### config.mk
export PLATFORM = sky130hd
export DESIGN_NAME = tcvg_sine
export DESIGN_NICKNAME = d
export VERILOG_FILES = /design/src/tcvg_pkg.sv /design/src/tcvg_sine.sv
export SDC_FILE = /design/constraint.sdc
export NUM_CORES = 2
export LEC_CHECK = 0
export BUFFER_PORTS_ARGS = -buffer_cell sky130_fd_sc_hd__buf_2
export CAP_MARGIN = 10
export CELL_PAD_IN_SITES_DETAIL_PLACEMENT = 1
export CELL_PAD_IN_SITES_GLOBAL_PLACEMENT = 1
export CORE_MARGIN = 2
export CORE_UTILIZATION = 34
export DETAILED_ROUTE_END_ITERATION = 7
export PLACE_DENSITY = 0.6
export SKIP_LAST_GASP = 1
export SYNTH_ARGS = -nofsm -noshare
export SYNTH_HDL_FRONTEND = slang
export SYNTH_SLANG_ARGS = --single-unit
### constraint.sdc
create_clock -name clock -period 12.9 [get_ports clock]
set_clock_uncertainty 0.1 [all_clocks]
set_input_delay 1.935 -clock clock [delete_from_list [all_inputs] [get_ports clock]]
set_output_delay 1.935 -clock clock [all_outputs]
set_load 0.1 [all_outputs]
### src/tcvg_pkg.sv
// ----------------------------------------------------------------------------
// tcvg_pkg
// types, constants and helpers shared by the torus cell vertex generator
// ----------------------------------------------------------------------------
package tcvg_pkg;

   localparam int IDX_W      = 10;
   localparam int CNT_W      = 11;
   localparam int PHASE_W    = 16;
   localparam int NUM_W      = CNT_W + PHASE_W;
   localparam int MAX_SLICES = 1024;
   localparam int MAX_STACKS = 1024;
   localparam int COORD_W    = 16;
   localparam int RADIUS_W   = 16;
   localparam int TRIG_W     = 18;
   localparam int SINE_LAT   = 5;
   localparam int ADDR_W     = 4;

   typedef enum logic [1:0] {
      REG_TUBE_RADIUS = 2'd0,
      REG_RING_RADIUS = 2'd1,
      REG_SLICE_COUNT = 2'd2,
      REG_STACK_COUNT = 2'd3
   } reg_index_type;

   typedef enum logic [1:0] {
      TAG_A0 = 2'd0,
      TAG_A1 = 2'd1,
      TAG_B0 = 2'd2,
      TAG_B1 = 2'd3
   } tag_type;

   typedef struct packed {
      logic [IDX_W-1:0] slice_index;
      logic [IDX_W-1:0] stack_index;
   } req_type;

   typedef struct packed {
      logic signed [COORD_W-1:0] pos_x;
      logic signed [COORD_W-1:0] pos_y;
      logic signed [COORD_W-1:0] pos_z;
      logic [2:0]                vertex_number;
      logic                      last;
   } rsp_type;

   typedef struct packed {
      logic               valid;
      tag_type            tag;
      logic [CNT_W-1:0]   divisor;
      logic [CNT_W-1:0]   rem;
      logic [NUM_W-1:0]   num;
      logic [PHASE_W-1:0] quo;
   } div_stage_type;

   typedef struct packed {
      logic signed [TRIG_W-1:0] sin;
      logic signed [TRIG_W-1:0] cos;
   } trig_type;

   typedef struct packed {
      logic       valid;
      logic [2:0] vnum;
      trig_type   a;
      trig_type   b;
   } vtx_in_type;

   function automatic logic [CNT_W-1:0] eff_count(input logic [CNT_W-1:0] c,
                                                  input logic [CNT_W-1:0] maxc);
      logic [CNT_W-1:0] n;
      n = c;
      if (c == '0) n = CNT_W'(1);
      else if (c > maxc) n = maxc;
      return n;
   endfunction

   // corner of each vertex in the order p1,p2,p3,p1,p3,p4
   function automatic logic [1:0] corner_of(input logic [2:0] vnum);
      logic [1:0] c;
      case (vnum)
         3'd0: c = 2'd0;
         3'd1: c = 2'd1;
         3'd2: c = 2'd2;
         3'd3: c = 2'd0;
         3'd4: c = 2'd2;
         3'd5: c = 2'd3;
         default: c = 2'd0;
      endcase
      return c;
   endfunction

endpackage

### src/tcvg_sine.sv
// ----------------------------------------------------------------------------
// tcvg_sine
// pipelined polynomial sine of a 16-bit phase, signed q3.15 result
// ----------------------------------------------------------------------------
module tcvg_sine (
   input  logic                              clock,
   input  logic [tcvg_pkg::PHASE_W-1:0]      phase,
   output logic signed [tcvg_pkg::TRIG_W-1:0] sine
);

   localparam logic [15:0] SIN_A = 16'd51472;
   localparam logic [14:0] SIN_B = 15'd21024;
   localparam logic [11:0] SIN_C = 12'd2320;

   logic [13:0] x;
   logic [14:0] t;
   logic [15:0] u0_ff, u1_ff, u2r_ff, u3_ff;
   logic        n0_ff, n1_ff, n2_ff, n3_ff;
   logic [16:0] u2_ff;
   logic [16:0] u2b_ff;
   logic [13:0] k_ff;
   logic [16:0] m_ff;
   logic signed [tcvg_pkg::TRIG_W-1:0] s_ff;

   logic [31:0] sq;
   logic [28:0] kp;
   logic [14:0] bk;
   logic [31:0] mp;
   logic [15:0] am;
   logic [31:0] sp;
   logic [16:0] s_mag;

   always_comb begin
      x     = phase[13:0];
      t     = phase[14] ? (15'd16384 - {1'b0, x}) : {1'b0, x};
      sq    = u0_ff * u0_ff;
      kp    = SIN_C * u2_ff;
      bk    = SIN_B - {1'b0, k_ff};
      mp    = u2b_ff[15:0] * {1'b0, bk};
      am    = SIN_A - m_ff[15:0];
      sp    = u3_ff * am;
      s_mag = sp[31:15];
   end

   always_ff @(posedge clock) begin
      u0_ff  <= {t, 1'b0};
      n0_ff  <= phase[15];
      u2_ff  <= sq[31:15];
      u1_ff  <= u0_ff;
      n1_ff  <= n0_ff;
      k_ff   <= kp[28:15];
      u2b_ff <= u2_ff;
      u2r_ff <= u1_ff;
      n2_ff  <= n1_ff;
      m_ff   <= mp[31:15];
      u3_ff  <= u2r_ff;
      n3_ff  <= n2_ff;
      s_ff   <= n3_ff ? -$signed({1'b0, s_mag}) : $signed({1'b0, s_mag});
   end

   assign sine = s_ff;

endmodule

==> results.toml <==
[synthesis]
synthSimpleGateAreaFrac_pct = 15.0
ys_top_cells_by_count = "inv_1 (599), fa_1 (504), ha_1 (329)"
synth_xor_area_share_pct = 3.93
yosysMostFrequentCell = "inv_1"
synth_area_mm2 = 0.0261
synth_fa_ha_area_share_pct = 54.5
synth_cells = 2753
yosys_register_bits = 145
synth_ff_type = "dfxtp_1"
synth_edf_count = 0
yosys-mux-area-fraction_pct = 0.158
yosysWarnings = 0
synth_top_family_by_area = "adder cells"
yosysTopAreaCell = "fa_1"
synth_compound_area_share_pct = 5.23
ys_async_sr_fraction_pct = 0
avgSynthCellArea_um2 = 9.47
synth_cell_types = 75
synthDominantCellAreaShare_pct = 38.7
synth_area_leaders = "fa_1 (39%), ha_1 (16%), dfxtp_1 (11%)"
yosysSeqAreaShare_pct = 11.1
syn_nets = 3603

[clock_network]
ctsResizeCount = 0
h-tree-depth = 4
cts_setup_buffers = 0
clock_latency_ns = 0.48
clk_path_buf_depth = 2
cts_sinks = 145
clkSlewWorstSetupHoldPaths_ns = 0.07
postCtsHoldBufs = 0
root_buffer = "clkbuf_16"
cts_made_buffers = 17
cts_tree = "built"

[timing]
maxClockFrequency_ghz = 0.106
tns_ns = 0
final-hold-violation-count = 0
slew_headroom_pct = 25.3
rsz0062_at_grt = "false"
worst_pin_slew_ns = 1.12
holdWs_ns = 0.222
slew_violations = 0
layout_min_cycle_time_ns = 9.46
min_period_over_period_pct = 73.3
setup_viol = 0

[critical_path]
critical_path.startpoint_type = "flip-flop"
critPathRequiredTime_ns = 13.14
rr_worst_depth = 28
critical_path.slowest_cell = "xor2_1"
crit_fanout = 17
crit_top_cell = "fa_1"
cp-end-kind = "flip-flop"
max_stage_delay_ns = 0.77
critPathKind = "reg2reg"
arrival_ns = 9.69

[grt]
grt_start_max_net_pins = 20
antenna_found_initial = 1
grt_pass1_wl_mm = 112
overflow = 0
grt_pass1_vias = 21000
grt_usage_pct = 18.1

[floorplanning]
fp.dieH_um = 281
io_pins = 35
die_area_mm2 = 0.0789
die_w_um = 281
core_mm2 = 0.0759
initial_core_util_pct = 34.3
core.rowCount = 101

[worst_hold_path]
hold_class = "reg2reg"
min_path_cells = 0

[run]
cap_violations = 0

[place]
gp_congestion = 0.858
io_buffer_count = 34
dp.cells = 3757
dp_hpwl_mm = 55.1

[cells_and_area]
nets = 3596
fin_cells = 3790
area_growth_pct = 7.57
drive_above_1_share_pct = 4.71

[drt]
drt-vias-per-instance = 4.76
wl_mm = 67.5
vias = 18000
ant_nets = 0
avgRoutedWirePerCell_um = 17.8
route.detailed.drc = 0
drt_first_pass_iters = 5
drtIter0Drc = 538

[outcome]
status = "completed"
critical path: cells and delay by family, from the launching register on:
kind            cells  cell delay, ns
compound gates      8            2.59
flops               1            0.51
fa+ha+maj           7            3.22
buf+inv             4            0.27
xor+xnor            2            0.90
simple gates        7            1.75
path summary, 6_finish.rpt:
kind	startpoint	end	slack (ns)
worst max-delay path	m_ff[0]	sine[14]	3.44
worst min-delay path	u1_ff[6]	u2r_ff[6]	0.22
worst max register to register	m_ff[0]	sine[14]	3.44
worst min register to register	u1_ff[6]	u2r_ff[6]	0.22
layer usage:
metal	global-route usage [%]	routed length, um	up-vias
li1	-	-	8320
met1	23.7	31300	9468
met2	32.1	33600	185
met3	1.70	1420	60
met4	4.58	1190	0
met5	0	0	-
area by class of cell:
type,count,area (um2)
fillers,8737,47900
multi-input cells,1925,20600
flip-flops and latches,145,2900
inverters,599,2250
well taps,1030,1290
clock buffers,17,425
repair buffers,58,350
clock inverters,15,185
diodes,1,2.50
state kept, by name, summed over array words and instances (netlist names):
name	count
n2_ff	1
k_ff	14
u3_ff	15
u2_ff	17
u2b_ff	16
n3_ff	1
u0_ff	15
u1_ff	15
sine	18
m_ff	16
n1_ff	1
n0_ff	1
u2r_ff	15
stage by stage:
stage	utilization [%]	instance area, um2	setup WS, ns
4_1_cts	36.9	28000	3.36
5_1_grt	36.9	28000	2.80
2_1_floorplan	-	26100	4.61
3_5_place_dp	36.1	27400	3.48
6_report	36.9	28000	3.44
3_3_place_gp	36.1	27400	3.73
layout by cell type (no fill, tap or decap), drive strengths merged, types with 17 or more instances in the layout:
cell,netlist,final
a21o,22,22
a21oi,58,58
and2,279,279
buf,3,58
clkbuf,81,17
dfxtp,145,145
fa,504,504
ha,329,329
inv,599,605
nand2,318,318
nor2,53,53
nor2b,33,33
o21ai,39,39
xnor2,79,79
xor2,38,38
logic make-up (layout without fill, tap and decap cells):
logic type      Yosys count  count (layout)
compound gates          199             199
xor+xnor                117             117
fa+ha+maj               833             833
buf+inv                 683             689
flops                   145             145
mux                       4               4
other cells               0               1
simple gates            772             772
Power is left out: the tool's default activity adds up to more than one toggle a clock period on the data nets, which glitch-free logic cannot reach.
