===== src/tcvg_pkg.sv =====
// ----------------------------------------------------------------------------
// tcvg_pkg
// types, constants and helpers shared by the torus cell vertex generator
// ----------------------------------------------------------------------------
package tcvg_pkg;

   localparam int IDX_W      = 10;
   localparam int CNT_W      = 11;
   localparam int PHASE_W    = 16;
   localparam int NUM_W      = CNT_W + PHASE_W;
   localparam int MAX_SLICES = 1024;
   localparam int MAX_STACKS = 1024;
   localparam int COORD_W    = 16;
   localparam int RADIUS_W   = 16;
   localparam int TRIG_W     = 18;
   localparam int SINE_LAT   = 5;
   localparam int ADDR_W     = 4;

   typedef enum logic [1:0] {
      REG_TUBE_RADIUS = 2'd0,
      REG_RING_RADIUS = 2'd1,
      REG_SLICE_COUNT = 2'd2,
      REG_STACK_COUNT = 2'd3
   } reg_index_type;

   typedef enum logic [1:0] {
      TAG_A0 = 2'd0,
      TAG_A1 = 2'd1,
      TAG_B0 = 2'd2,
      TAG_B1 = 2'd3
   } tag_type;

   typedef struct packed {
      logic [IDX_W-1:0] slice_index;
      logic [IDX_W-1:0] stack_index;
   } req_type;

   typedef struct packed {
      logic signed [COORD_W-1:0] pos_x;
      logic signed [COORD_W-1:0] pos_y;
      logic signed [COORD_W-1:0] pos_z;
      logic [2:0]                vertex_number;
      logic                      last;
   } rsp_type;

   typedef struct packed {
      logic               valid;
      tag_type            tag;
      logic [CNT_W-1:0]   divisor;
      logic [CNT_W-1:0]   rem;
      logic [NUM_W-1:0]   num;
      logic [PHASE_W-1:0] quo;
   } div_stage_type;

   typedef struct packed {
      logic signed [TRIG_W-1:0] sin;
      logic signed [TRIG_W-1:0] cos;
   } trig_type;

   typedef struct packed {
      logic       valid;
      logic [2:0] vnum;
      trig_type   a;
      trig_type   b;
   } vtx_in_type;

   function automatic logic [CNT_W-1:0] eff_count(input logic [CNT_W-1:0] c,
                                                  input logic [CNT_W-1:0] maxc);
      logic [CNT_W-1:0] n;
      n = c;
      if (c == '0) n = CNT_W'(1);
      else if (c > maxc) n = maxc;
      return n;
   endfunction

   // corner of each vertex in the order p1,p2,p3,p1,p3,p4
   function automatic logic [1:0] corner_of(input logic [2:0] vnum);
      logic [1:0] c;
      case (vnum)
         3'd0: c = 2'd0;
         3'd1: c = 2'd1;
         3'd2: c = 2'd2;
         3'd3: c = 2'd0;
         3'd4: c = 2'd2;
         3'd5: c = 2'd3;
         default: c = 2'd0;
      endcase
      return c;
   endfunction

endpackage


===== src/tcvg_div_cell.sv =====
// ----------------------------------------------------------------------------
// tcvg_div_cell
// one restoring division step of the phase divider chain
// ----------------------------------------------------------------------------
module tcvg_div_cell (
   input  logic                   clock,
   input  logic                   reset,
   input  tcvg_pkg::div_stage_type stage_in,
   output tcvg_pkg::div_stage_type stage_out
);

   tcvg_pkg::div_stage_type stage_ff, next_in;
   logic [tcvg_pkg::CNT_W:0] trial;
   logic [tcvg_pkg::CNT_W:0] diff;
   logic                     ge;

   always_comb begin
      trial = {stage_in.rem, stage_in.num[tcvg_pkg::NUM_W-1]};
      diff  = trial - {1'b0, stage_in.divisor};
      ge    = (trial >= {1'b0, stage_in.divisor});
      next_in         = stage_in;
      next_in.valid   = stage_in.valid && !reset;
      next_in.rem     = ge ? diff[tcvg_pkg::CNT_W-1:0] : trial[tcvg_pkg::CNT_W-1:0];
      next_in.num     = {stage_in.num[tcvg_pkg::NUM_W-2:0], 1'b0};
      next_in.quo     = {stage_in.quo[tcvg_pkg::PHASE_W-2:0], ge};
   end

   always_ff @(posedge clock) begin
      stage_ff <= next_in;
   end

   assign stage_out = stage_ff;

endmodule


===== config.mk =====
export PLATFORM = sky130hd
export DESIGN_NAME = tcvg_div_cell
export DESIGN_NICKNAME = d
export VERILOG_FILES = /design/src/tcvg_pkg.sv /design/src/tcvg_div_cell.sv
export SDC_FILE = /design/constraint.sdc
export NUM_CORES = 1
export LEC_CHECK = 0
export ABC_AREA = 1
export BUFFER_PORTS_ARGS = -buffer_cell sky130_fd_sc_hd__buf_2
export CAP_MARGIN = 20
export CELL_PAD_IN_SITES_DETAIL_PLACEMENT = 0
export CELL_PAD_IN_SITES_GLOBAL_PLACEMENT = 1
export CORE_MARGIN = 2
export CORE_UTILIZATION = 33
export CTS_BUF_LIST = sky130_fd_sc_hd__clkbuf_8 sky130_fd_sc_hd__clkbuf_16
export DETAILED_ROUTE_END_ITERATION = 8
export PLACE_DENSITY_LB_ADDON = 0.1
export SLEW_MARGIN = 20
export SYNTH_ARGS = -nofsm -noshare
export SYNTH_HDL_FRONTEND = slang
export SYNTH_SLANG_ARGS = --single-unit

===== constraint.sdc =====
create_clock -name clock -period 3.2 [get_ports clock]
set_input_delay 0.32 -clock clock [delete_from_list [all_inputs] [get_ports clock]]
set_output_delay 0.32 -clock clock [all_outputs]
set_load 0.01 [all_outputs]

==> metrics.md <==
| Metric | Value |
|---|---|
| First-pass GRT wire length | `8350 um` |
| Htree depth | `3` |
| IO Count | `138` |
| Simple-gate share of the synthesized area | `0.240` |
| Die W | `87.9 um` |
| Row count | `30` |
| Outcome | `complete, no violations` |
| Pwr per Cell Area | `562 nW/um2` |
| WP data required | `3410 ps` |
| CTS Buf Count | `9` |
| Nets | `461` |
| Post-Syn Area | `~2300 um2` |
| # setup viols final | `0` |
| # diodes | `0` |
| Yosys Warn Count | `0` |
| Die ar. | `7720 um2` |
| Critical path data arrival time | `1890 ps` |
| Max Freq | `597 MHz` |
| Post-CTS Setup Inserts | `0` |
| Root Buffer | `clkbuf_8` |
| Cts hold-fix bufs | `0` |
| Largest net degree at the start of global routing | `18` |
| RSZ-0062 raised after global routing | `no` |
| Final Max Slew Viols | `0` |
| Compound-Gate Fraction of Synth Area | `0.0259` |
| Core footprint | `6790 um2` |
| Area growth syn-to-layout | `40.6%` |
| Setup TNS | `0 ps` |
| Vias | `between 1,500 and 2,000` |
| Grt ovf | `0` |
| Port buffer count | `135` |
| Crit path time final | `roughly 1700 ps` |
| Vias in the first global route | `1,826` |
| Synth area leaders | `dfxtp_1 58%, nand2_1 8.7%, inv_1 6.0%` |
| Syn avg cell area | `9.84 um2` |
| Worst-path clk slew | `80 ps` |
| Die Y | `87.9 um` |
| Worst Hold Launch | `stage_in[7]` |
| HPWL after DPL | `between 4000 and 5000 um` |
| Vias/cell | `4.03` |
| Yosys top cell area share | `0.578` |
| Final wirelength | `5410 um` |
| Post-Synth Adder-Cell Area | `0.0679` |
| Clock sink total | `between 60 and 70` |
| Max VDD drop | `0.173 mV` |
| Hold Path Sink | `stage_out[8]` |
| Distinct cells, synth | `29` |
| Fin crit share | `0.523` |
| Largest family of logic cells by synthesized area | `simple AND/OR/NAND/NOR gates` |
| PostCTS Resize Cnt | `0` |
| Overall routing resource usage | `0.142` |
| Worst hold path type | `primary input to register` |
| Post-synthesis sequential area ratio | `0.578` |
| Max reg flops | `67` |
| Type of origin of the critical path | `primary input` |
| Mux contribution to synthesized area | `0` |
| Initial Utilization | `0.342` |
| Post-synthesis cell count | `236` |
| DR iter-0 viols | `41` |
| Mapped Nets | `318` |
| DRC | `0` |
| Final Wtd Congestion | `approximately 0.75` |
| Critical path cell sequence | `buf_2 -> inv_1 -> ha_1 -> fa_1 -> inv_1 -> nand3_1 -> nand3_2 -> nand2_4 -> nand4_4 -> nand2_1 -> o21ai_2` |
| Drt pass-1 iters | `3` |
| DR WL/cell | `11.3 um` |
| Hold Crit Depth | `1` |
| Worst hold margin | `83.5 ps` |
| CP max stage cell | `nand4_4` |
| Max Cap Viol | `0` |
| Slowest cell delay on critical path | `between 200 and 300 ps` |
| Clk buf depth | `2` |
| Setup crit end kind | `register` |
| Xor/xnor share of the synthesized area | `0.0113` |
| Initial antenna violation count | `0` |
| Cell taking the most area after synthesis | `dfxtp_1` |
| Most frequent CP cell | `inv_1` |
| Share of cells above drive strength 1 | `0.453` |
| Register bit total from synthesis | `67` |
| Leakage | `between 1.5 and 2 nW` |
| Critical Path Fanout Max | `17` |
| Final hold violation count | `0` |
| DRT antenna net count | `0` |
| CTS tree | `done` |
| WS Path Type | `primary input to register` |
==> layout by cell type (no fill, tap or decap), types with 2 or more instances in the layout <==
cell type,count
o21ai_2,3
clkbuf_8,11
nor2_4,3
nand3b_1,4
o21ai_0,2
ha_1,11
nand3_1,7
inv_1,38
nand2_1,54
nand4_1,9
a21oi_1,3
buf_2,135
clkinvlp_4,2
nand2_2,5
clkinv_2,2
dfxtp_1,67
xor2_1,2
nand3_2,7
nor2_1,8
==> worst max-delay path, delay by kind of cell <==
kind	cells	cell delay, ps
buffers and inverters	3	220
adder cells (fa/ha/maj)	2	400
AO/OA/AOI/OAI	1	60
AND/OR/NAND/NOR	5	880
==> synthesized netlist by cell type (all sizes together) <==
cell	count
ha	11
nand3	15
and2	1
a21oi	4
o21ai	5
buf	3
fa	1
nand4	10
dfxtp	67
xor2	2
xnor2	1
or2	1
nor2	12
conb	1
inv	38
nand3b	4
nand2	60
==> area by class of cell <==
class,instances,area [um2]
Clock inverter,5,28.8
Inverter,38,143
Multi-Input combinational cell,128,806
Tap cell,96,120
Clock buffer,11,151
Fill cell,687,3530
Timing Repair Buffer,135,676
Sequential cell,67,1340
==> layer usage <==
metal  wire (um)  up-vias  track usage
met5           0        -            0
met4          72        0       0.0545
met3         581        6       0.0584
met2        2530       85        0.241
met1        2220      824        0.160
li1            -     1017            -
==> stage by stage <==
step / power [mW] / instances / instance area (um2) / utilization / setup slack, ps
6_report: 1.83 / 480 / 3270 / 0.481 / 1530
3_3_place_gp: 1.24 / 464 / 3090 / 0.454 / 1160
5_1_grt: 1.95 / 480 / 3270 / 0.481 / 1360
3_5_place_dp: 1.25 / 464 / 3090 / 0.454 / 1170
4_1_cts: 1.87 / 480 / 3270 / 0.481 / 1520
2_1_floorplan: 1.12 / 236 / 2320 / - / 1500
==> worst max-delay path by stage <==
| stage | start | end | slack [ps] | cells past startpoint |
|---|---|---|---|---|
| after CTS | stage_in[42] | stage_out[47] | 1520 | 11 |
| after global routing | stage_in[42] | stage_out[43] | 1360 | 10 |
| final | stage_in[42] | stage_out[47] | 1530 | 11 |
| after floorplan | stage_in[42] | stage_out[45] | 1500 | 10 |
| after detailed placement | stage_in[42] | stage_out[44] | 1170 | 11 |
| after global placement | stage_in[42] | stage_out[47] | 1160 | 11 |
==> cells by family (layout without fill, tap and decap cells) <==
family,after synthesis,after routing
and+or+nand+nor,103,103
AOI/OAI and AO/OA,9,9
adders and majority gates,12,12
other,1,1
xor gates and xnor gates,3,3
buffers and inverters,41,189
DFF,67,67
==> where the power goes <==
part / switching, mW / total (mW) / internal, mW
sequential: 0.0119 / 0.910 / 0.898
clock: 0.296 / 0.614 / 0.318
combinational: 0.177 / 0.311 / 0.134
No activity file was read; power rests on OpenSTA's default activity.
